--- config.mk ---
export PLATFORM = sky130hd
export DESIGN_NAME = wpt_sqrt_cell
export DESIGN_NICKNAME = d
export VERILOG_FILES = /design/src/rtl/world_point_to_pan_tilt_top_assert.svh /design/src/rtl/wpt_pkg.sv /design/src/rtl/wpt_sqrt_cell.sv
export SDC_FILE = /design/constraint.sdc
export NUM_CORES = 1
export LEC_CHECK = 0
export BUFFER_PORTS_ARGS = -buffer_cell sky130_fd_sc_hd__buf_4
export CAP_MARGIN = 20
export CORE_AREA = 2 2 174 176
export CTS_BUF_LIST = sky130_fd_sc_hd__clkbuf_8
export CTS_CLUSTER_SIZE = 25
export DETAILED_ROUTE_END_ITERATION = 8
export DIE_AREA = 0 0 176 178
export GPL_ROUTABILITY_DRIVEN = 0
export GPL_TIMING_DRIVEN = 1
export PLACE_DENSITY_LB_ADDON = 0.3
export SYNTH_ARGS = -nofsm -noshare
export SYNTH_HDL_FRONTEND = slang
export SYNTH_SLANG_ARGS = --single-unit
--- constraint.sdc ---
create_clock -name clk -period 0.81 [get_ports clk]
set_input_delay 0.1215 -clock clk [delete_from_list [all_inputs] [get_ports clk]]
set_output_delay 0.1215 -clock clk [all_outputs]
set_load 0.05 [all_outputs]
--- src/rtl/world_point_to_pan_tilt_top_assert.svh ---
// Assertion macros for the world point to pan/tilt top level.
`ifndef WORLD_POINT_TO_PAN_TILT_TOP_ASSERT_SVH
`define WORLD_POINT_TO_PAN_TILT_TOP_ASSERT_SVH

// Check that cons holds in the same cycle as ante (needs clk and arst_n in scope).
`define WPT_ASSERT_IMP(lbl, ante, cons) \
	lbl: assert property (@(posedge clk) disable iff (!arst_n) (ante) |-> (cons)) \
		else $error("wpt assertion failed");

// Check that cons holds in the cycle after ante.
`define WPT_ASSERT_NEXT(lbl, ante, cons) \
	lbl: assert property (@(posedge clk) disable iff (!arst_n) (ante) |=> (cons)) \
		else $error("wpt assertion failed");

`endif

--- src/rtl/wpt_pkg.sv ---
// Package: types, constants and the angle table of the world point to pan/tilt block.
`timescale 1ns / 1ps
package wpt_pkg;

	localparam int CW           = 36;
	localparam int SQ_W         = 63;
	localparam int SQRT_STEPS   = 31;
	localparam int CORDIC_STEPS = 32;
	localparam int ATAN_STEPS   = 11;
	localparam int NUM_REGS     = 7;
	localparam int REG_IDX_W    = 3;

	localparam logic [REG_IDX_W-1:0] REG_ROW0_AB       = 3'd0;
	localparam logic [REG_IDX_W-1:0] REG_ROW0_C_SHIFT  = 3'd1;
	localparam logic [REG_IDX_W-1:0] REG_ROW1_AB       = 3'd2;
	localparam logic [REG_IDX_W-1:0] REG_ROW1_C_SHIFT  = 3'd3;
	localparam logic [REG_IDX_W-1:0] REG_ROW2_AB       = 3'd4;
	localparam logic [REG_IDX_W-1:0] REG_ROW2_C_SHIFT  = 3'd5;
	localparam logic [REG_IDX_W-1:0] REG_INV_HALF_FOV  = 3'd6;

	localparam logic [63:0] REG_RESET [NUM_REGS] = '{
		64'h0000_0001_0000_0000, 64'h0, 64'h0000_0000_0100_0000, 64'h0,
		64'h0, 64'h0100_0000_0000_0000, 64'h0001_0001_0000_0000
	};

	localparam logic [1:0] STATUS_OK     = 2'd0;
	localparam logic [1:0] STATUS_BEHIND = 2'd1;
	localparam logic [1:0] STATUS_SAT    = 2'd2;

	// leading one of the largest magnitude lands on this bit
	localparam logic [5:0] NORM_MSB = 6'd29;

	localparam logic signed [CW-1:0] ATAN_TBL [ATAN_STEPS] = '{
		36'sd3373259426, 36'sd1991351318, 36'sd1052175346, 36'sd534100635,
		36'sd268086748, 36'sd134174063, 36'sd67103403, 36'sd33553749,
		36'sd16777131, 36'sd8388597, 36'sd4194303
	};

	typedef struct packed {
		logic signed [31:0] world_x;
		logic signed [31:0] world_y;
		logic signed [31:0] world_z;
		logic               last_point;
	} point_t;

	typedef struct packed {
		logic signed [31:0] norm_pan;
		logic signed [31:0] norm_tilt;
		logic [1:0]         status;
		logic               last_out;
	} result_t;

	typedef struct packed {
		logic [8:0][31:0] coef;
		logic [2:0][31:0] shift;
	} view_cfg_t;

	typedef struct packed {
		logic last;
		logic behind;
	} side_t;

	typedef struct packed {
		logic signed [31:0] x;
		logic signed [31:0] y;
		logic signed [31:0] z;
		logic [60:0]        sumsq;
		side_t              side;
	} norm_t;

	typedef struct packed {
		logic [SQ_W-1:0]    rem;
		logic [SQ_W-1:0]    root;
		logic signed [31:0] x;
		logic signed [31:0] y;
		logic signed [31:0] z;
		side_t              side;
	} sqrt_t;

	typedef struct packed {
		logic signed [CW-1:0] x;
		logic signed [CW-1:0] y;
		logic signed [CW-1:0] ang;
	} vec_t;

	typedef struct packed {
		vec_t  pan;
		vec_t  tilt;
		side_t side;
	} cordic_t;

	// atan(2^-step) in Q.32; a plain power of two past the table
	function automatic logic signed [CW-1:0] atan_step(input int step);
		logic signed [CW-1:0] a;
		a = '0;
		if (step < ATAN_STEPS)
			a = ATAN_TBL[step];
		else
			a[32 - step] = 1'b1;
		return a;
	endfunction

endpackage

--- src/rtl/wpt_sqrt_cell.sv ---
// One digit cell of the pipelined integer square root.
`timescale 1ns / 1ps
module wpt_sqrt_cell
	import wpt_pkg::*;
#(
	parameter int BIT_POS = 30
) (
	input  logic  clk,
	input  logic  arst_n,
	input  logic  in_valid,
	input  sqrt_t in_data,
	output logic  out_valid,
	output sqrt_t out_data
);

	localparam logic [SQ_W-1:0] DIGIT = SQ_W'(1) << (2 * BIT_POS);

	logic [SQ_W-1:0] trial;
	sqrt_t           nxt;
	logic            valid_q;
	sqrt_t           data_q;

	// try the next root digit against the remainder
	always_comb begin
		nxt   = in_data;
		trial = in_data.root + DIGIT;
		if (in_data.rem >= trial) begin
			nxt.rem  = in_data.rem - trial;
			nxt.root = (in_data.root >> 1) + DIGIT;
		end else begin
			nxt.root = in_data.root >> 1;
		end
	end

	always_ff @(posedge clk or negedge arst_n) begin
		if (!arst_n) begin
			valid_q <= 1'b0;
		end else begin
			valid_q <= in_valid;
		end
	end

	always_ff @(posedge clk) begin
		data_q <= nxt;
	end

	assign out_valid = valid_q;
	assign out_data  = data_q;

endmodule

After elaboration in Yosys (flattened, before gate mapping)

Cells that the tools add are included.

Memories: 0
Logic and storage cells: 15
Register bits after elaboration: 225
RAM bits: 0
Input port bits: 227
Latch bits: 0
ROM bits: 0

Muxes and demuxes: 2
Divide/modulo/power cells: 0
Add/subtract/negate cells: 3
Shifts and indexed selects: 0
Multipliers: 0
Bitwise operators: 0
Equality and inequality tests: 0
Reductions and logical operators: 0
$lt $le $gt $ge: 1

Operators with widths:

| cell                                            | number |
|---|---|
| adder 62 x 61 -> 63 bit (second input constant) | 1 |
| adder 63 x 61 -> 63 bit (second input constant) | 1 |
| >= comparator 63 bit                            | 1 |
| two-way mux 63 bit                              | 1 |
| subtractor 63 bit                               | 1 |
| two-way mux 62 bit                              | 1 |

Longest topological paths before layout

Depth after elaboration: 3
Mapped depth: 14
Mapped depth without buffers: 13

Worst setup path after synthesis

Ideal clock, no wire load.

Path type: input to register
Start point: input port in_data[161] in the netlist's numbering
End point: register data_q, in the netlist out_data[221]
Buffers on the path: 0
Stages: 13
Path slack: -2.170 ns
Setup time: 0.087 ns
Arrival: 2.893 ns
Path through: inv_1 -> ha_1 -> inv_1 -> fa_1 -> a21o_1 -> a221o_1 -> a21o_1 -> a2111o_1 -> a31oi_2 -> nor3b_1 -> nor2_1 -> mux2_2 -> o31ai_1

RTL lines:

| what                   | RTL line            | source |
|---|---|---|
| start: declaration     | wpt_sqrt_cell.sv:11 | `input sqrt_t in_data,` |
| end signal: assignment | wpt_sqrt_cell.sv:44 | `data_q <= nxt;` |
| end: declaration       | wpt_sqrt_cell.sv:21 | `sqrt_t data_q;` |

==> metrics.txt <==
Final Max Slew Viols 0; crit start category primary input; HP Start in_data[162]; cts bufs inserted 41; Via Count 11600; Starting Density 0.332; Mapped Cells 989; Worst Path Max Fanout 2; Cell Count, Final, Fillers Out 2395; hold buffer count at CTS 222; Die Area 31300 sq um; clk root buf clkbuf_8; fin util 0.749; Leakage Power 10.5 nW; PnR worst setup slack -1620 ps; Final Hold Vio Count 1; WS Path Type in -> reg; Post-synth EDFFs 0; First-pass DRT Iterations 5; H-tree depth 2; Mean Syn Cell Area 9.87 sq um; initial antenna violation count 6; Yosys reg bits 225; sequential share of the synthesized area 0.462; share of layout cells above drive strength 1 0.608; vias in the first global route 12500; IO Pins 452; Overflow after GRT 0; hpwl dp 32200 um; WP data arrival 2890 ps; Num Clock Sinks 225; pwr dens 1990 nW/um^2; Max clock buf depth 3; WL per Instance 20.8 um; FMAX 412 MHz; Synth Flop Type dfxtp_1; CTS tree yes; Hold/Removal Path Class in -> reg; nature of the critical path endpoint register; CP Data Required Time 1270 ps; Setup-failing EPs final 291; Worst-path clk slew 60 ps; RSZ-0062 raised after global routing true; first-pass GRT wire length 72300 um; largest net degree at the start of global routing 13; # rows 63; post-synthesis net count 1283; Placed Cells 2057; Worst VDD drop 1890 uV; max-cap violations 0; failing checks negative hold slack, negative setup slack; Routed WL 49900 um; die height 178 um; CORE AREA 29400 sq um; Die Wd 176 um; minimum clock period 2430 ps; Worst Tran Pin Value 495 ps; synthesis warning total 0; Setup crit start in_data[161]; FFs w/ async S/R, synth 0.00444; Hold WS -167 ps; GRT Total Usage 0.301; Buffers on Ports 451; Final Net Count 2265; Vias per Instance 4.85; DRT iter0 DRCs 679; crit share post-route 3.00; hold path depth 2; Area growth syn-to-layout 126%; Synth Cell Area 9760 sq um; Unique masters post-synth 63; status complete, but fails checks; DRC violations left 0; Antenna Nets Post-Route 0; max_slew headroom 0.668
sequential cells by signal, indices dropped and copies added, names as in the netlist:
signal / cells
out_data: 224
out_valid: 1
path summary, 6_finish.rpt:
| path | endpoint | slack (ps) |
|---|---|---|
| worst max-delay path | out_data[221]$_DFF_P_ | -1620 |
| min in group asynchronous | out_valid$_DFF_PN0_ | 470 |
| worst min-delay path | out_data[162]$_DFF_P_ | -170 |
| max in group asynchronous | out_valid$_DFF_PN0_ | 220 |
cell usage after synthesis, types with 2 or more instances:
cell type  count  area, sq um
a221o_1        2         20.0
nor4_1         3         18.8
a211oi_1       3         22.5
ha_1          66          826
a21boi_0       4         30.0
o21bai_1      14          105
nand2_1       56          210
nand3_1       27          135
xor2_1        16          140
buf_6          5         56.3
o2111a_1       3         33.8
inv_1         93          349
mux2_4        44          661
and2_1         3         18.8
o211ai_1       4         30.0
clkbuf_1      32          120
nand4_1       30          188
a221oi_1       6         52.6
o21ai_1        7         35.0
a21oi_1       75          375
o21a_1        15          113
nor3b_1        2         15.0
nor2b_1        2         12.5
o31ai_1        8         60.1
and3_1         8         50.1
nor3_1        22          110
o211ai_2       2         25.0
dfxtp_1      224         4480
buf_2          9         45.0
nor2_1        39          146
a21o_1        49          368
or3_1          3         18.8
o221ai_1       2         17.5
xnor2_1       35          307
nand2b_1       6         37.5
a31oi_1        6         37.5
o21ai_0       38          190
metrics by stage:
stage / worst slack, ps / power [mW] / hold slack (ps) / instance area, sq um / setup TNS [ps]
after global routing: -1710 / 45.3 / -182 / 22000 / -186590
after floorplan: -1890 / 21.1 / -174 / 10200 / -111710
after detailed placement: -2240 / 26.6 / -102 / 15800 / -139540
after CTS: -1590 / 43.3 / -190 / 21700 / -174500
after global placement: -2200 / 26.5 / -101 / 15800 / -139520
final: -1620 / 43.9 / -167 / 22000 / -174400
cells by family (layout without fill, tap and decap cells):
| logic type | count (synthesis) | count (layout) | share of synthesized area |
|---|---|---|---|
| AO/OA/AOI/OAI | 256 | 256 | 0.175 |
| buffers and inverters | 139 | 1151 | 0.0585 |
| AND/OR/NAND/NOR | 206 | 206 | 0.103 |
| other | 0 | 4 | 0 |
| adder cells (fa/ha/maj) | 67 | 67 | 0.0867 |
| multiplexers | 45 | 45 | 0.0689 |
| flip-flops | 225 | 225 | 0.462 |
| XOR/XNOR | 51 | 51 | 0.0458 |
routing by layer:
metal  part of all wire  vias to the layer above  global-route usage
li1                   -                     5432                   -
met4              0.060                        4               0.156
met1               0.37                     5451               0.329
met2               0.50                      551               0.538
met5            0.00058                        -                   0
met3              0.075                      167              0.0765
placed cells by master (no fill, tap or decap), drive strengths merged, types with 3 or more instances in the layout:
master	n
clkbuf	47
nand4	30
buf	763
and2	3
diode	4
mux2	45
a21oi	75
o2111a	3
ha	66
clkinv	12
a21boi	5
bufinv	6
xor2	16
nor3	22
dlygate4sd3	222
nand2	56
inv	101
o21a	15
a211oi	5
o31ai	9
a221oi	7
nand2b	6
or3	3
o21ai	45
nor2	40
nor4	3
and3	8
o21bai	14
dfxtp	224
a31oi	7
nand3	27
xnor2	35
o211ai	6
a21o	49
where the power goes:
part	leakage, nW	internal [mW]	switching [mW]
Combinational	8.06	8.77	9.16
Clock	0.512	7.30	5.33
Sequential	1.90	12.5	0.823
Total	10.5	28.5	15.3
final cells by class:
cell class	count	area [sq um]
multi-input cells	625	5500
clock buffers	47	647
fillers	1841	7380
diodes	4	10.0
clock inverters	26	287
well taps	390	488
inverters	93	379
repair buffers	985	9920
flip-flops and latches	225	4790
critical path: stages:
cell      delay (ps)
buf_12           110
inv_12            40
ha_4             110
inv_2             40
fa_2             350
a21o_1           180
a221o_1          350
a21o_1           200
a2111o_1         460
a31oi_4          200
nor3b_4           70
nor2_2           150
mux2_4           320
o31ai_1          180
repair_timing:
item	in CTS	in global routing
resized for setup	728	85
setup buffers	31	12
setup endpoints to repair	291	291
pin swaps	54	31
cloned	6	0
hold endpoints to repair	224	1
No activity file was read; power rests on OpenSTA's default activity.
