<file path="src/rtl/world_point_to_pan_tilt_top_assert.svh">
// Assertion macros for the world point to pan/tilt top level.
`ifndef WORLD_POINT_TO_PAN_TILT_TOP_ASSERT_SVH
`define WORLD_POINT_TO_PAN_TILT_TOP_ASSERT_SVH

// Check that cons holds in the same cycle as ante (needs clk and arst_n in scope).
`define WPT_ASSERT_IMP(lbl, ante, cons) \
	lbl: assert property (@(posedge clk) disable iff (!arst_n) (ante) |-> (cons)) \
		else $error("wpt assertion failed");

// Check that cons holds in the cycle after ante.
`define WPT_ASSERT_NEXT(lbl, ante, cons) \
	lbl: assert property (@(posedge clk) disable iff (!arst_n) (ante) |=> (cons)) \
		else $error("wpt assertion failed");

`endif

</file>
<file path="src/rtl/wpt_pkg.sv">
// Package: types, constants and the angle table of the world point to pan/tilt block.
`timescale 1ns / 1ps
package wpt_pkg;

	localparam int CW           = 36;
	localparam int SQ_W         = 63;
	localparam int SQRT_STEPS   = 31;
	localparam int CORDIC_STEPS = 32;
	localparam int ATAN_STEPS   = 11;
	localparam int NUM_REGS     = 7;
	localparam int REG_IDX_W    = 3;

	localparam logic [REG_IDX_W-1:0] REG_ROW0_AB       = 3'd0;
	localparam logic [REG_IDX_W-1:0] REG_ROW0_C_SHIFT  = 3'd1;
	localparam logic [REG_IDX_W-1:0] REG_ROW1_AB       = 3'd2;
	localparam logic [REG_IDX_W-1:0] REG_ROW1_C_SHIFT  = 3'd3;
	localparam logic [REG_IDX_W-1:0] REG_ROW2_AB       = 3'd4;
	localparam logic [REG_IDX_W-1:0] REG_ROW2_C_SHIFT  = 3'd5;
	localparam logic [REG_IDX_W-1:0] REG_INV_HALF_FOV  = 3'd6;

	localparam logic [63:0] REG_RESET [NUM_REGS] = '{
		64'h0000_0001_0000_0000, 64'h0, 64'h0000_0000_0100_0000, 64'h0,
		64'h0, 64'h0100_0000_0000_0000, 64'h0001_0001_0000_0000
	};

	localparam logic [1:0] STATUS_OK     = 2'd0;
	localparam logic [1:0] STATUS_BEHIND = 2'd1;
	localparam logic [1:0] STATUS_SAT    = 2'd2;

	// leading one of the largest magnitude lands on this bit
	localparam logic [5:0] NORM_MSB = 6'd29;

	localparam logic signed [CW-1:0] ATAN_TBL [ATAN_STEPS] = '{
		36'sd3373259426, 36'sd1991351318, 36'sd1052175346, 36'sd534100635,
		36'sd268086748, 36'sd134174063, 36'sd67103403, 36'sd33553749,
		36'sd16777131, 36'sd8388597, 36'sd4194303
	};

	typedef struct packed {
		logic signed [31:0] world_x;
		logic signed [31:0] world_y;
		logic signed [31:0] world_z;
		logic               last_point;
	} point_t;

	typedef struct packed {
		logic signed [31:0] norm_pan;
		logic signed [31:0] norm_tilt;
		logic [1:0]         status;
		logic               last_out;
	} result_t;

	typedef struct packed {
		logic [8:0][31:0] coef;
		logic [2:0][31:0] shift;
	} view_cfg_t;

	typedef struct packed {
		logic last;
		logic behind;
	} side_t;

	typedef struct packed {
		logic signed [31:0] x;
		logic signed [31:0] y;
		logic signed [31:0] z;
		logic [60:0]        sumsq;
		side_t              side;
	} norm_t;

	typedef struct packed {
		logic [SQ_W-1:0]    rem;
		logic [SQ_W-1:0]    root;
		logic signed [31:0] x;
		logic signed [31:0] y;
		logic signed [31:0] z;
		side_t              side;
	} sqrt_t;

	typedef struct packed {
		logic signed [CW-1:0] x;
		logic signed [CW-1:0] y;
		logic signed [CW-1:0] ang;
	} vec_t;

	typedef struct packed {
		vec_t  pan;
		vec_t  tilt;
		side_t side;
	} cordic_t;

	// atan(2^-step) in Q.32; a plain power of two past the table
	function automatic logic signed [CW-1:0] atan_step(input int step);
		logic signed [CW-1:0] a;
		a = '0;
		if (step < ATAN_STEPS)
			a = ATAN_TBL[step];
		else
			a[32 - step] = 1'b1;
		return a;
	endfunction

endpackage

</file>
<file path="src/rtl/wpt_scale.sv">
// Angle to normalized Q16.16: round to Q.30, multiply by the reciprocal, saturate.
`timescale 1ns / 1ps
module wpt_scale
	import wpt_pkg::*;
(
	input  logic                 clk,
	input  logic signed [CW-1:0] ang,
	input  logic [31:0]          inv,
	output logic [31:0]          value,
	output logic                 sat
);

	logic signed [CW-1:0] a_c;
	logic [32:0]          mag_s1;
	logic                 neg_s1;
	logic [64:0]          prod_s2;
	logic                 neg_s2;
	logic [34:0]          q_c;
	logic [31:0]          value_s3;
	logic                 sat_s3;

	assign a_c = (ang + CW'(2)) >>> 2;
	assign q_c = 35'((prod_s2 + (65'd1 << 29)) >> 30);

	always_ff @(posedge clk) begin
		// magnitude and sign of the Q.30 angle
		neg_s1 <= a_c[CW-1];
		mag_s1 <= a_c[CW-1] ? 33'(-a_c) : 33'(a_c);

		// scale by the reciprocal half field of view
		prod_s2 <= mag_s1 * inv;
		neg_s2  <= neg_s1;

		// round, restore sign and clamp
		if (neg_s2) begin
			if (q_c > 35'h0_8000_0000) begin
				sat_s3   <= 1'b1;
				value_s3 <= 32'h8000_0000;
			end else begin
				sat_s3   <= 1'b0;
				value_s3 <= -q_c[31:0];
			end
		end else begin
			if (q_c > 35'h0_7FFF_FFFF) begin
				sat_s3   <= 1'b1;
				value_s3 <= 32'h7FFF_FFFF;
			end else begin
				sat_s3   <= 1'b0;
				value_s3 <= q_c[31:0];
			end
		end
	end

	assign value = value_s3;
	assign sat   = sat_s3;

endmodule

</file>
<file path="config.mk">
export PLATFORM = sky130hd
export DESIGN_NAME = wpt_scale
export DESIGN_NICKNAME = d
export VERILOG_FILES = /design/src/rtl/world_point_to_pan_tilt_top_assert.svh /design/src/rtl/wpt_pkg.sv /design/src/rtl/wpt_scale.sv
export SDC_FILE = /design/constraint.sdc
export NUM_CORES = 2
export LEC_CHECK = 0
export ABC_AREA = 1
export BUFFER_PORTS_ARGS = -buffer_cell sky130_fd_sc_hd__buf_2
export CAP_MARGIN = 20
export CORE_UTILIZATION = 58
export DETAILED_ROUTE_END_ITERATION = 8
export HOLD_SLACK_MARGIN = 0.15
export PLACE_DENSITY = 0.8
export RECOVER_POWER = 100
export SYNTH_ARGS = -nofsm -noshare
export SYNTH_HDL_FRONTEND = slang
export SYNTH_SLANG_ARGS = --single-unit
</file>
<file path="constraint.sdc">
create_clock -name clk -period 8.9 [get_ports clk]
set_input_delay 0.89 -clock clk [delete_from_list [all_inputs] [get_ports clk]]
set_output_delay 0.89 -clock clk [all_outputs]
set_load 0.005 [all_outputs]
</file>
---- Word-level counts from Yosys, hierarchy flattened ----
Index checks and enable logic that the tools add are counted.
Widths: inputs -> output; s select.
word-level totals
  register bits after elaboration ......... 133
  latch bits .............................. 0
  memory bits (writable) .................. 0
  bits in read-only memories .............. 0
  input port bits ......................... 69
  output and inout port bits .............. 33
  word-level logic and storage cells ...... 20
  memories ................................ 0
operators by class
  add/subtract/negate cells ............... 4
  multiply operators ...................... 1
  div/mod/pow operators ................... 0
  magnitude comparators ................... 2
  eq/ne operators ......................... 0
  shift operators ......................... 0
  multiplexer cells ....................... 7
  bitwise operators ....................... 0
  reductions and logical operators ........ 0
operators with widths
  cell                    count
  $mux 32                 3
  $add 65x30->65 const B  1
  $mul 33x32->65          1
  $add 36x3->36 const B   1
  $gt 35x31->1 const B    1
  $gt 35x32->1 const B    1
  $mux 33                 1
  $neg 33->33             1
  $neg 32->32             1
  $mux 1                  3

---- Longest topological paths before layout ----
  word-level depth ........................ 4
  depth in mapped cells ................... 33
  gate-level depth less buffers ........... 31

---- Worst setup path after synthesis ----
OpenSTA, ideal clock, no wires.
  kind .................................... input port to flip-flop
  start point ............................. input port inv[7]
  end point ............................... register prod_s2[49]
  library setup time ...................... 0.112 ns
  arrival time ............................ 7.032 ns
  required time ........................... 8.788 ns
  path slack .............................. 1.756 ns
  stages on the path ...................... 30
  path buffers ............................ 2
  path through ............................ clkbuf_1 clkbuf_1 nand2_1 inv_1 fa_1 fa_1 fa_1 inv_1 fa_1 inv_1 fa_1 inv_1 fa_1 inv_1 fa_1 inv_1 fa_1 inv_1 ha_1 nand2_1 nor2_1 inv_1 nor2_1 nand3_1 o21ai_0 nand3_1 nand2_1 nand2_1 nand3_1 nand2_1
on the way
  cells in the longest elaborated chain, start to end .. 1
RTL lines
  item                    line             source
  start: declaration      wpt_scale.sv:8   input logic [31:0] inv,
  $mul 33x32->65          wpt_scale.sv:31  prod_s2 <= mag_s1 * inv;
  end signal: assignment  wpt_scale.sv:31
  end: declaration        wpt_scale.sv:16  logic [64:0] prod_s2;
No other way between the ends.

---- Worst setup path after layout ----
  start point ............................. input port inv[7]
  end point ............................... register prod_s2[33]
Same word-level chain as after synthesis.

==> impl_results.md <==
- Largest net degree at the start of global routing: 34
- Core area: 71900 um2
- CTS tree: done
- WL final: 115 mm
- Final setup viols: 0
- Initial DRC count: 3047
- Top-count cell post-synth: inv_1
- Clock Latency Late Sink: 0.41 ns
- Hold WS: 0.449 ns
- Via count: 35600
- CP Max Fanout: 28
- Maximum root-to-sink buffer count: 2
- Crit path DAT: 8.06 ns
- Die ar.: 74000 um2
- Endpoints failing hold: 0
- CP Capture Type: flop
- ANT nets after route: 0
- Mapped Area: 42300 um2
- Ys async rst share: 0%
- Hold WC Path Type: flop to flop
- #FFs+latches synth: 104
- Post-synth top cells: inv_1, nand2_1, fa_1, nor2_1, ha_1
- Cell Area, Placed: 43500 um2
- Mean Syn Cell Area: 7.33 um2
- Dominant cell type by area after synthesis: fa_1
- First-pass DRT Iterations: 6
- CTS sink count: 104
- Post-DR wirelength/cell: 17.3 um
- Number of max-cap violations: 0
- Synthesis Warnings: 0
- Number of flops mapped to enable cells by yosys: 0
- Avg Vias per Cell: 5.35
- Gate count of the mapped netlist: 5765
- FMAX: 129 MHz
- Synth top area cells: fa_1, inv_1, nand2_1
- Detailed Place HPWL: 96.3 mm
- Area grow syn2layout: 3.43%
- Port Buffers: 100
- # rows: 98
- Area share of the largest cell type after synthesis: 43.8%
- Synth cell types: 46
- Least-Margin Pin Slew: 1.13 ns
- Initial antenna violation count: 3
- Chip height: 272 um
- Worst Path Required: 9.18 ns
- Fraction of layout cells with a size suffix above 1: 3.51%
- Critical path class: primary input to flop
- # IOs: 102
- Final TNS setup: 0 ns
- Final nets: 6959
- Die W: 272 um
- Post_cts resized: 0
- Num CTS Buffers: 9
- Root Buffer: clkbuf_16
- Design area: 43700 um2
- Final period util: 87.4%
- Remaining routing DRC violations: 0
- Slew Limit Fails: 0
- Max transition margin: 24.5%
- Remaining global-route overflow: 0
- Vias in the first global route: 37700
- Sequential fraction of the synthesis area: 4.93%
- Mapped Nets: 7025
- Crit path time final: 7.78 ns
- Post-CTS setup buffer count: 0
- Clock transition time at the flip-flop clock pins of the worst setup and hold paths: 0.11 ns
- First-pass GRT wire length: 191 mm
- Status: completed
- Hold buffer count at cts: 0
- Max H-tree Level: 3
- Ys flop type: dfxtp_1
- Initial Util: 58.8%
- Gpl congestion: 0.970
- Startpoint Class: primary input
- Unrepaired setup endpoints after global routing: no
- GRT Util Overall: 32.7%
- Final Skew: 0.0334 ns
cell usage in the layout, fill, tap and decap left out, types with 2 or more instances in the layout:
cell | netlist | final
o211ai_1 | 4 | 4
xor2_1 | 71 | 71
nand2_2 | 16 | 15
o21ai_0 | 63 | 69
o21bai_1 | 10 | 10
nor2_8 | 4 | 3
inv_1 | 1695 | 1696
inv_8 | 0 | 2
nand4_1 | 37 | 37
a21boi_0 | 4 | 4
nor3_1 | 28 | 28
nor4_1 | 6 | 6
a31oi_1 | 20 | 20
nor2_1 | 284 | 291
xnor2_1 | 22 | 22
nand3_2 | 2 | 2
and2_1 | 2 | 2
nor2_4 | 7 | 5
ha_1 | 266 | 266
buf_4 | 4 | 59
nor2_2 | 9 | 5
diode_2 | 0 | 2
dfxtp_1 | 104 | 104
buf_2 | 2 | 88
fa_1 | 925 | 925
a21oi_1 | 101 | 101
nand2_1 | 1638 | 1640
nand2_4 | 4 | 3
nand3_1 | 165 | 167
nand3b_1 | 4 | 4
a21o_1 | 9 | 9
clkbuf_1 | 227 | 14
clkbuf_16 | 0 | 9
o21a_1 | 5 | 5
o21ai_1 | 7 | 2
state kept, by name, indices dropped and copies added, names as in the netlist:
signal,flops
value,32
neg_s2,1
mag_s1,33
sat,1
neg_s1,1
prod_s2,36
metal layers:
| layer | vias up | global-route usage [%] | wire length, um |
|---|---|---|---|
| li1 | 16100 | - | - |
| met1 | 17400 | 42.4 | 45100 |
| met2 | 1724 | 54.2 | 53800 |
| met3 | 388 | 6.35 | 11500 |
| met4 | 2 | 12.6 | 4960 |
| met5 | - | 0 | 13 |
cell families (layout without fill, tap and decap cells):
kind of cell    count (synthesis)  count (layout)  share of synthesized area, %
compound gates                230             230                          3.03
xor+xnor                       93              93                          1.93
fa+ha+maj                    1191            1191                          51.7
buf+inv                      1936            1875                          17.3
flops                         104             104                          4.93
other cells                     0               2                             0
simple gates                 2211            2211                          21.2
worst max-delay path: stages:
cell and delay, ns:
buf_2 0.59, buf_4 0.28, nand2_1 0.06, inv_1 0.10, fa_1 0.43, fa_1 0.49
fa_1 0.51, inv_1 0.05, fa_1 0.48, inv_1 0.06, fa_1 0.48, fa_1 0.50
fa_1 0.52, inv_1 0.08, fa_1 0.56, inv_1 0.05, ha_1 0.30, nand2_1 0.10
nor2_1 0.10, inv_1 0.11, nor2_1 0.16, nand3_1 0.08, o21ai_0 0.25, clkbuf_1 0.29
nand3_1 0.11, nand2_1 0.13, xor2_1 0.28
path summary, 6_finish.rpt:
path	startpoint	end	slack (ns)	cells after the start
setup / recovery	inv[7]	prod_s2[33]	1.12	27
hold / removal	neg_s1	neg_s2	0.45	0
setup reg to reg	mag_s1[19]	prod_s2[62]	1.15	24
hold reg to reg	neg_s1	neg_s2	0.45	0
layout make-up:
class	count	area, um2
well taps	950	1190
fillers	6437	28100
repair buffers	161	947
flip-flops and latches	104	2080
diodes	2	5.00
clock buffers	10	229
multi-input cells	3725	32800
clock inverters	6	85.1
inverters	1698	6370
per-stage QoR:
| step | setup WS (ns) | instances | util [%] |
|---|---|---|---|
| after detailed placement | 0.873 | 6637 | 60.5 |
| after floorplan | 1.76 | 5765 | - |
| after global routing | 0.696 | 6656 | 60.8 |
| after CTS | 1.27 | 6653 | 61.0 |
| after global placement | 0.939 | 6637 | 60.5 |
| final | 1.12 | 6656 | 60.8 |
Power is not shown: default switching activity piles up to over one toggle a cycle in this logic, so the estimate is an artifact.
