==> src/rtl/world_point_to_pan_tilt_top_assert.svh <==
// Assertion macros for the world point to pan/tilt top level.
`ifndef WORLD_POINT_TO_PAN_TILT_TOP_ASSERT_SVH
`define WORLD_POINT_TO_PAN_TILT_TOP_ASSERT_SVH

// Check that cons holds in the same cycle as ante (needs clk and arst_n in scope).
`define WPT_ASSERT_IMP(lbl, ante, cons) \
	lbl: assert property (@(posedge clk) disable iff (!arst_n) (ante) |-> (cons)) \
		else $error("wpt assertion failed");

// Check that cons holds in the cycle after ante.
`define WPT_ASSERT_NEXT(lbl, ante, cons) \
	lbl: assert property (@(posedge clk) disable iff (!arst_n) (ante) |=> (cons)) \
		else $error("wpt assertion failed");

`endif

==> src/rtl/wpt_pkg.sv <==
// Package: types, constants and the angle table of the world point to pan/tilt block.
`timescale 1ns / 1ps
package wpt_pkg;

	localparam int CW           = 36;
	localparam int SQ_W         = 63;
	localparam int SQRT_STEPS   = 31;
	localparam int CORDIC_STEPS = 32;
	localparam int ATAN_STEPS   = 11;
	localparam int NUM_REGS     = 7;
	localparam int REG_IDX_W    = 3;

	localparam logic [REG_IDX_W-1:0] REG_ROW0_AB       = 3'd0;
	localparam logic [REG_IDX_W-1:0] REG_ROW0_C_SHIFT  = 3'd1;
	localparam logic [REG_IDX_W-1:0] REG_ROW1_AB       = 3'd2;
	localparam logic [REG_IDX_W-1:0] REG_ROW1_C_SHIFT  = 3'd3;
	localparam logic [REG_IDX_W-1:0] REG_ROW2_AB       = 3'd4;
	localparam logic [REG_IDX_W-1:0] REG_ROW2_C_SHIFT  = 3'd5;
	localparam logic [REG_IDX_W-1:0] REG_INV_HALF_FOV  = 3'd6;

	localparam logic [63:0] REG_RESET [NUM_REGS] = '{
		64'h0000_0001_0000_0000, 64'h0, 64'h0000_0000_0100_0000, 64'h0,
		64'h0, 64'h0100_0000_0000_0000, 64'h0001_0001_0000_0000
	};

	localparam logic [1:0] STATUS_OK     = 2'd0;
	localparam logic [1:0] STATUS_BEHIND = 2'd1;
	localparam logic [1:0] STATUS_SAT    = 2'd2;

	// leading one of the largest magnitude lands on this bit
	localparam logic [5:0] NORM_MSB = 6'd29;

	localparam logic signed [CW-1:0] ATAN_TBL [ATAN_STEPS] = '{
		36'sd3373259426, 36'sd1991351318, 36'sd1052175346, 36'sd534100635,
		36'sd268086748, 36'sd134174063, 36'sd67103403, 36'sd33553749,
		36'sd16777131, 36'sd8388597, 36'sd4194303
	};

	typedef struct packed {
		logic signed [31:0] world_x;
		logic signed [31:0] world_y;
		logic signed [31:0] world_z;
		logic               last_point;
	} point_t;

	typedef struct packed {
		logic signed [31:0] norm_pan;
		logic signed [31:0] norm_tilt;
		logic [1:0]         status;
		logic               last_out;
	} result_t;

	typedef struct packed {
		logic [8:0][31:0] coef;
		logic [2:0][31:0] shift;
	} view_cfg_t;

	typedef struct packed {
		logic last;
		logic behind;
	} side_t;

	typedef struct packed {
		logic signed [31:0] x;
		logic signed [31:0] y;
		logic signed [31:0] z;
		logic [60:0]        sumsq;
		side_t              side;
	} norm_t;

	typedef struct packed {
		logic [SQ_W-1:0]    rem;
		logic [SQ_W-1:0]    root;
		logic signed [31:0] x;
		logic signed [31:0] y;
		logic signed [31:0] z;
		side_t              side;
	} sqrt_t;

	typedef struct packed {
		logic signed [CW-1:0] x;
		logic signed [CW-1:0] y;
		logic signed [CW-1:0] ang;
	} vec_t;

	typedef struct packed {
		vec_t  pan;
		vec_t  tilt;
		side_t side;
	} cordic_t;

	// atan(2^-step) in Q.32; a plain power of two past the table
	function automatic logic signed [CW-1:0] atan_step(input int step);
		logic signed [CW-1:0] a;
		a = '0;
		if (step < ATAN_STEPS)
			a = ATAN_TBL[step];
		else
			a[32 - step] = 1'b1;
		return a;
	endfunction

endpackage

==> src/rtl/wpt_cordic_cell.sv <==
// One vectoring CORDIC step, applied to the pan and the tilt vector side by side.
`timescale 1ns / 1ps
module wpt_cordic_cell
	import wpt_pkg::*;
#(
	parameter int STEP = 0
) (
	input  logic    clk,
	input  logic    arst_n,
	input  logic    in_valid,
	input  cordic_t in_data,
	output logic    out_valid,
	output cordic_t out_data
);

	localparam logic signed [CW-1:0] ANG = atan_step(STEP);

	logic    valid_q;
	cordic_t data_q;

	// rotate toward the x axis and accumulate the angle
	function automatic vec_t rotate(input vec_t v);
		vec_t r;
		logic signed [CW-1:0] dx, dy;
		dx = $signed(v.y) >>> STEP;
		dy = $signed(v.x) >>> STEP;
		r  = v;
		if (!v.y[CW-1]) begin
			r.x   = v.x + dx;
			r.y   = v.y - dy;
			r.ang = v.ang + ANG;
		end else begin
			r.x   = v.x - dx;
			r.y   = v.y + dy;
			r.ang = v.ang - ANG;
		end
		return r;
	endfunction

	always_ff @(posedge clk or negedge arst_n) begin
		if (!arst_n) begin
			valid_q <= 1'b0;
		end else begin
			valid_q <= in_valid;
		end
	end

	always_ff @(posedge clk) begin
		data_q.pan  <= rotate(in_data.pan);
		data_q.tilt <= rotate(in_data.tilt);
		data_q.side <= in_data.side;
	end

	assign out_valid = valid_q;
	assign out_data  = data_q;

endmodule

==> config.mk <==
export PLATFORM = sky130hd
export DESIGN_NAME = wpt_cordic_cell
export DESIGN_NICKNAME = d
export VERILOG_FILES = /design/src/rtl/world_point_to_pan_tilt_top_assert.svh /design/src/rtl/wpt_pkg.sv /design/src/rtl/wpt_cordic_cell.sv
export SDC_FILE = /design/constraint.sdc
export NUM_CORES = 1
export LEC_CHECK = 0
export ABC_AREA = 1
export BUFFER_PORTS_ARGS = -buffer_cell sky130_fd_sc_hd__buf_2
export CAP_MARGIN = 0
export CELL_PAD_IN_SITES_DETAIL_PLACEMENT = 2
export CELL_PAD_IN_SITES_GLOBAL_PLACEMENT = 2
export CORE_MARGIN = 1.5
export CORE_UTILIZATION = 30
export DETAILED_ROUTE_END_ITERATION = 6
export HOLD_SLACK_MARGIN = 0.15
export PLACE_DENSITY = 0.85
export RECOVER_POWER = 50
export SLEW_MARGIN = 10
export SYNTH_ARGS = -nofsm -noshare
export SYNTH_HDL_FRONTEND = slang
export SYNTH_SLANG_ARGS = --single-unit
==> constraint.sdc <==
create_clock -name clk -period 0.8 [get_ports clk]
set_input_delay 0.12 -clock clk [delete_from_list [all_inputs] [get_ports clk]]
set_output_delay 0.12 -clock clk [all_outputs]
set_load 0.01 [all_outputs]
==> results of run 1 <==
per-stage QoR:
| stage | TNS [ns] | std cells | hold slack, ns | area [um^2] | setup slack, ns |
|---|---|---|---|---|---|
| 2_1_floorplan | -135.86 | 4245 | -0.176 | 28800 | -1.03 |
| 3_3_place_gp | -228.47 | 6455 | -0.106 | 37500 | -1.36 |
| 3_5_place_dp | -268.92 | 6455 | -0.0676 | 37500 | -1.71 |
cells in the mapped netlist (all sizes together) (4+ instances only):
cell type  number
ha            284
clkbuf         16
nor2          421
nand3b          9
xor2           96
nand3         344
a21oi         316
dfxtp         216
o21bai         50
o21a           11
nor4            4
and2           14
buf            82
a21boi          9
nand4          27
xnor2          15
o22ai          21
fa              8
or2            10
a21o            9
a31oi           6
inv           698
nor3           40
nand2        1308
o21ai         220
cell families after synthesis:
logic type                 after synthesis  synth area share (%)
and+or+nand+nor                       2179                  36.6
AOI/OAI and AO/OA                      649                  14.3
adders and majority gates              292                  14.8
xor gates and xnor gates               111                  3.88
buffers and inverters                  796                  13.1
DFF                                    217                  17.4
muxes                                    1                0.0400
==> impl_metrics.json, run 1 <==
{
  "synthTopCellsByArea": "nand2_1 19%, dfxtp_1 17%, ha_1 14%, inv_1 10%, nand3_1 6.7%",
  "htreeDepth": 1,
  "synthDistinctLibCells": 48,
  "synth_edf_count": 0,
  "syn_area_per_cell_um2": 5.90,
  "synthesis.nets": 4758,
  "clk_path_buf_depth": 3,
  "status": "aborted with a tool error",
  "ys_seq_area_share_pct": 17.4,
  "synth_area_um2": 25000,
  "postCtsHoldBufs": 17,
  "yosysTopAreaCell": "nand2_1",
  "synth_cells": 4245,
  "synthArstFlopShare_pct": 0.461,
  "cts-root-buf": "clkbuf_16",
  "start_util_pct": 30.4,
  "ys_warn_count": 0,
  "ys_ff_latch": 217,
  "clock-sinks": 217,
  "placement.io_buffers": 439,
  "synth_top_area_share_pct": 19.1,
  "die_w_um": 292,
  "fp.dieH_um": 292,
  "place_congestion": 0.947,
  "dp_hpwl_um": 150000,
  "io_pins": 440,
  "error": "[ERROR DPL-0033] detailed placement checks failed during check placement.",
  "postCtsSetupBuffers": 108,
  "numCtsBuffers": 31,
  "cts_resized": 973,
  "rows": 105,
  "stop_stage": "clock tree synthesis",
  "ys.flop_type": "dfxtp_1"
}
==> inputs of run 2 (changes only) <==
- CELL_PAD_IN_SITES_DETAIL_PLACEMENT: 2 -> unset
- CELL_PAD_IN_SITES_GLOBAL_PLACEMENT: 2 -> unset
- CORE_UTILIZATION: 30 -> 33
- HOLD_SLACK_MARGIN: 0.15 -> unset
- PLACE_DENSITY: 0.85 -> unset
- PLACE_DENSITY_LB_ADDON: unset -> 0.15
==> impl_metrics.json, run 2 <==
{
  "status": "finished, violations left",
  "violations": "hold timing, setup timing",
  "post-place-ws_ns": -1.30,
  "fin_util_pct": 63.7,
  "synthDistinctLibCells": 48,
  "worstSetupStartpointType": "input pin",
  "cts_tree": "yes",
  "ant_nets": 0,
  "ys_warn_count": 0,
  "final_layout_size_suffix_gt1_share_pct": 57.3,
  "cp.required_ns": 1.32,
  "leakage_uw": 0.0234,
  "synth-xor-area-share_pct": 3.88,
  "synth_area_um2": 25000,
  "antenna_found_initial": 5,
  "synth_edf_count": 0,
  "overflow": 0,
  "placement.io_buffers": 439,
  "drtIter0Drc": 1706,
  "ys_seq_area_share_pct": 17.4,
  "path_max_fanout": 7,
  "core_area_um2": 74800,
  "ys_ff_latch": 217,
  "largest_register_ffs": 216,
  "start_util_pct": 33.5,
  "cts-root-buf": "clkbuf_16",
  "final_common_cell": "nand2_1",
  "cp_slowest_cell": "ha_4",
  "wl_um": 118000,
  "rows": 100,
  "dieArea_um2": 77600,
  "min_path_type": "in -> reg",
  "fp.dieH_um": 278,
  "synthTopCellsByArea": "nand2_1 19%, dfxtp_1 17%, ha_1 14%, inv_1 10%, nand3_1 6.7%",
  "place_congestion": 1.00,
  "htreeDepth": 2,
  "syn_area_per_cell_um2": 5.90,
  "ys.flop_type": "dfxtp_1",
  "synth_common_cells": "1,277 x nand2_1, 673 x inv_1, 374 x nor2_1",
  "crit_arrival_ns": 1.86,
  "synth_compound_area_share_pct": 14.3,
  "routedWlPerCell_um": 18.0,
  "fmax_ghz": 0.742,
  "placed_cell_area_um2": 37100,
  "fin_crit_sh_pct": 168,
  "synthesis.nets": 4758,
  "irDropWorstVdd_mv": 1.45,
  "numCtsBuffers": 34,
  "maxCapViolations": 0,
  "dr.pass1.iters": 6,
  "worstPathCellList": "buf_8 > inv_4 > ha_4 > buf_12 > inv_6 > a21oi_4 > nand2_1 > inv_2 > nor2_2 > nor2_2 > nand2_4 > nand2_4 > nand2_2 > nand2_2 > nand3_2 > nand2_1",
  "synthArstFlopShare_pct": 0.461,
  "final_cell_area_um2": 47700,
  "grt_setup_unrepaired": "true",
  "slew_headroom_pct": 46.3,
  "synth-adder-area-share_pct": 14.8,
  "area_delta_synth_final_pct": 90.3,
  "yosysTopAreaCell": "nand2_1",
  "track_usage_pct": 28.8,
  "drc": 0,
  "period_needed_ns": 1.35,
  "layout.nets": 6101,
  "postCtsHoldBufs": 14,
  "slew_violations": 0,
  "yosysMostFrequentCell": "nand2_1",
  "synthMuxAreaShare_pct": 0.0400,
  "finalHoldViolCount": 10,
  "avgViaCountPerCell": 4.94,
  "path_clk_slew_ns": 0.06,
  "fin_ws_ns": -0.547,
  "fillers": 6582,
  "crit_path_max_incr_delay_ns": 0.38,
  "setup_viol": 418,
  "die_w_um": 278,
  "power_density_nw_per_um2": 1450,
  "grt_max_degree": 75,
  "grt_pass1_wl_um": 175000,
  "num_vias": 32527,
  "critPathCaptureType": "register",
  "mostFrequentLayoutCells": "807 x nand2_1, 796 x buf_4, 491 x inv_1",
  "tightest_slew_ns": 0.806,
  "synth_top_area_share_pct": 19.1,
  "synth_cells": 4245,
  "dp_hpwl_um": 93800,
  "clock-sinks": 217,
  "path_class": "in -> reg",
  "grt_pass1_vias": 31946,
  "synth-simple-area-share_pct": 36.6,
  "io_pins": 440,
  "synth_top_family_by_area": "simple AND/OR/NAND/NOR gates",
  "clk_path_buf_depth": 3,
  "hold_ws_ns": -0.0783
}
==> run 2: path summary, 6_finish.rpt <==
path                              start            end  slack, ns  cells past startpoint
worst max-delay path       in_data[157]  out_data[214]      -0.55                     16
max in group asynchronous        arst_n      out_valid       0.31                      3
worst min-delay path        in_data[19]   out_data[19]      -0.08                      3
min in group asynchronous        arst_n      out_valid       0.39                      3
==> run 2: per-layer routing <==
| layer | global-route usage, % | routed length, um | share of wire, % |
|---|---|---|---|
| met1 | 34.1 | 48200 | 41 |
| met2 | 51.7 | 58500 | 49 |
| met3 | 4.09 | 5840 | 4.9 |
| met4 | 12.2 | 5770 | 4.9 |
| met5 | 0 | 44 | 0.037 |
==> run 2: cells by family (layout without fill, tap and decap cells) <==
family,count (synthesis),in the layout
simple gates,2179,2179
buf+inv,796,2165
compound gates,649,649
fa+ha+maj,292,292
flops,217,217
xor+xnor,111,111
mux,1,1
other cells,0,1
==> run 2: repair_timing <==
item                                    in CTS  in global routing
endpoints found under the setup margin     421                419
hold endpoints to repair                    40                 10
cloned                                       3                  0
resized for setup                         1285                684
pin swaps                                  459                409
setup buffers                              105                 88
==> run 2: worst max-delay path: cells and delay by family <==
kind                       cells  cell delay, ns
adders and majority gates      1            0.38
and+or+nand+nor                9            0.80
AOI/OAI and AO/OA              1            0.17
buffers and inverters          5            0.37
==> run 2: layout make-up <==
| type | instances | area, um^2 | share of cell area (%) |
|---|---|---|---|
| diodes | 1 | 2.50 | 0.00525 |
| clock buffers | 42 | 931 | 1.95 |
| inverters | 698 | 2950 | 6.18 |
| flip-flops and latches | 217 | 4520 | 9.48 |
| repair buffers | 1403 | 11600 | 24.4 |
| clock inverters | 20 | 298 | 0.625 |
| repair inverters | 2 | 31.3 | 0.0656 |
| well taps | 969 | 1210 | 2.54 |
| multi-input cells | 3232 | 26100 | 54.7 |
==> run 2: stage by stage <==
stage          total power, uW  setup TNS (ns)  hold slack, ns  instances
2_1_floorplan            30100         -135.86          -0.176       4245
6_report                 69300         -151.86         -0.0783       6584
5_1_grt                  72800         -170.14         -0.0804       6583
4_1_cts                  66300         -145.86          -0.115       6495
3_5_place_dp             43200         -224.05          -0.103       6325
3_3_place_gp             43100         -221.67          -0.104       6325
==> run 2: where the power goes <==
group	total (uW)	internal (uW)	leakage [uW]	switching, uW
clock	16800	10100	0.000586	6680
sequential	14400	13200	0.00184	1200
combinational	38200	17700	0.0210	20500
(Power assumes the default switching activity.)
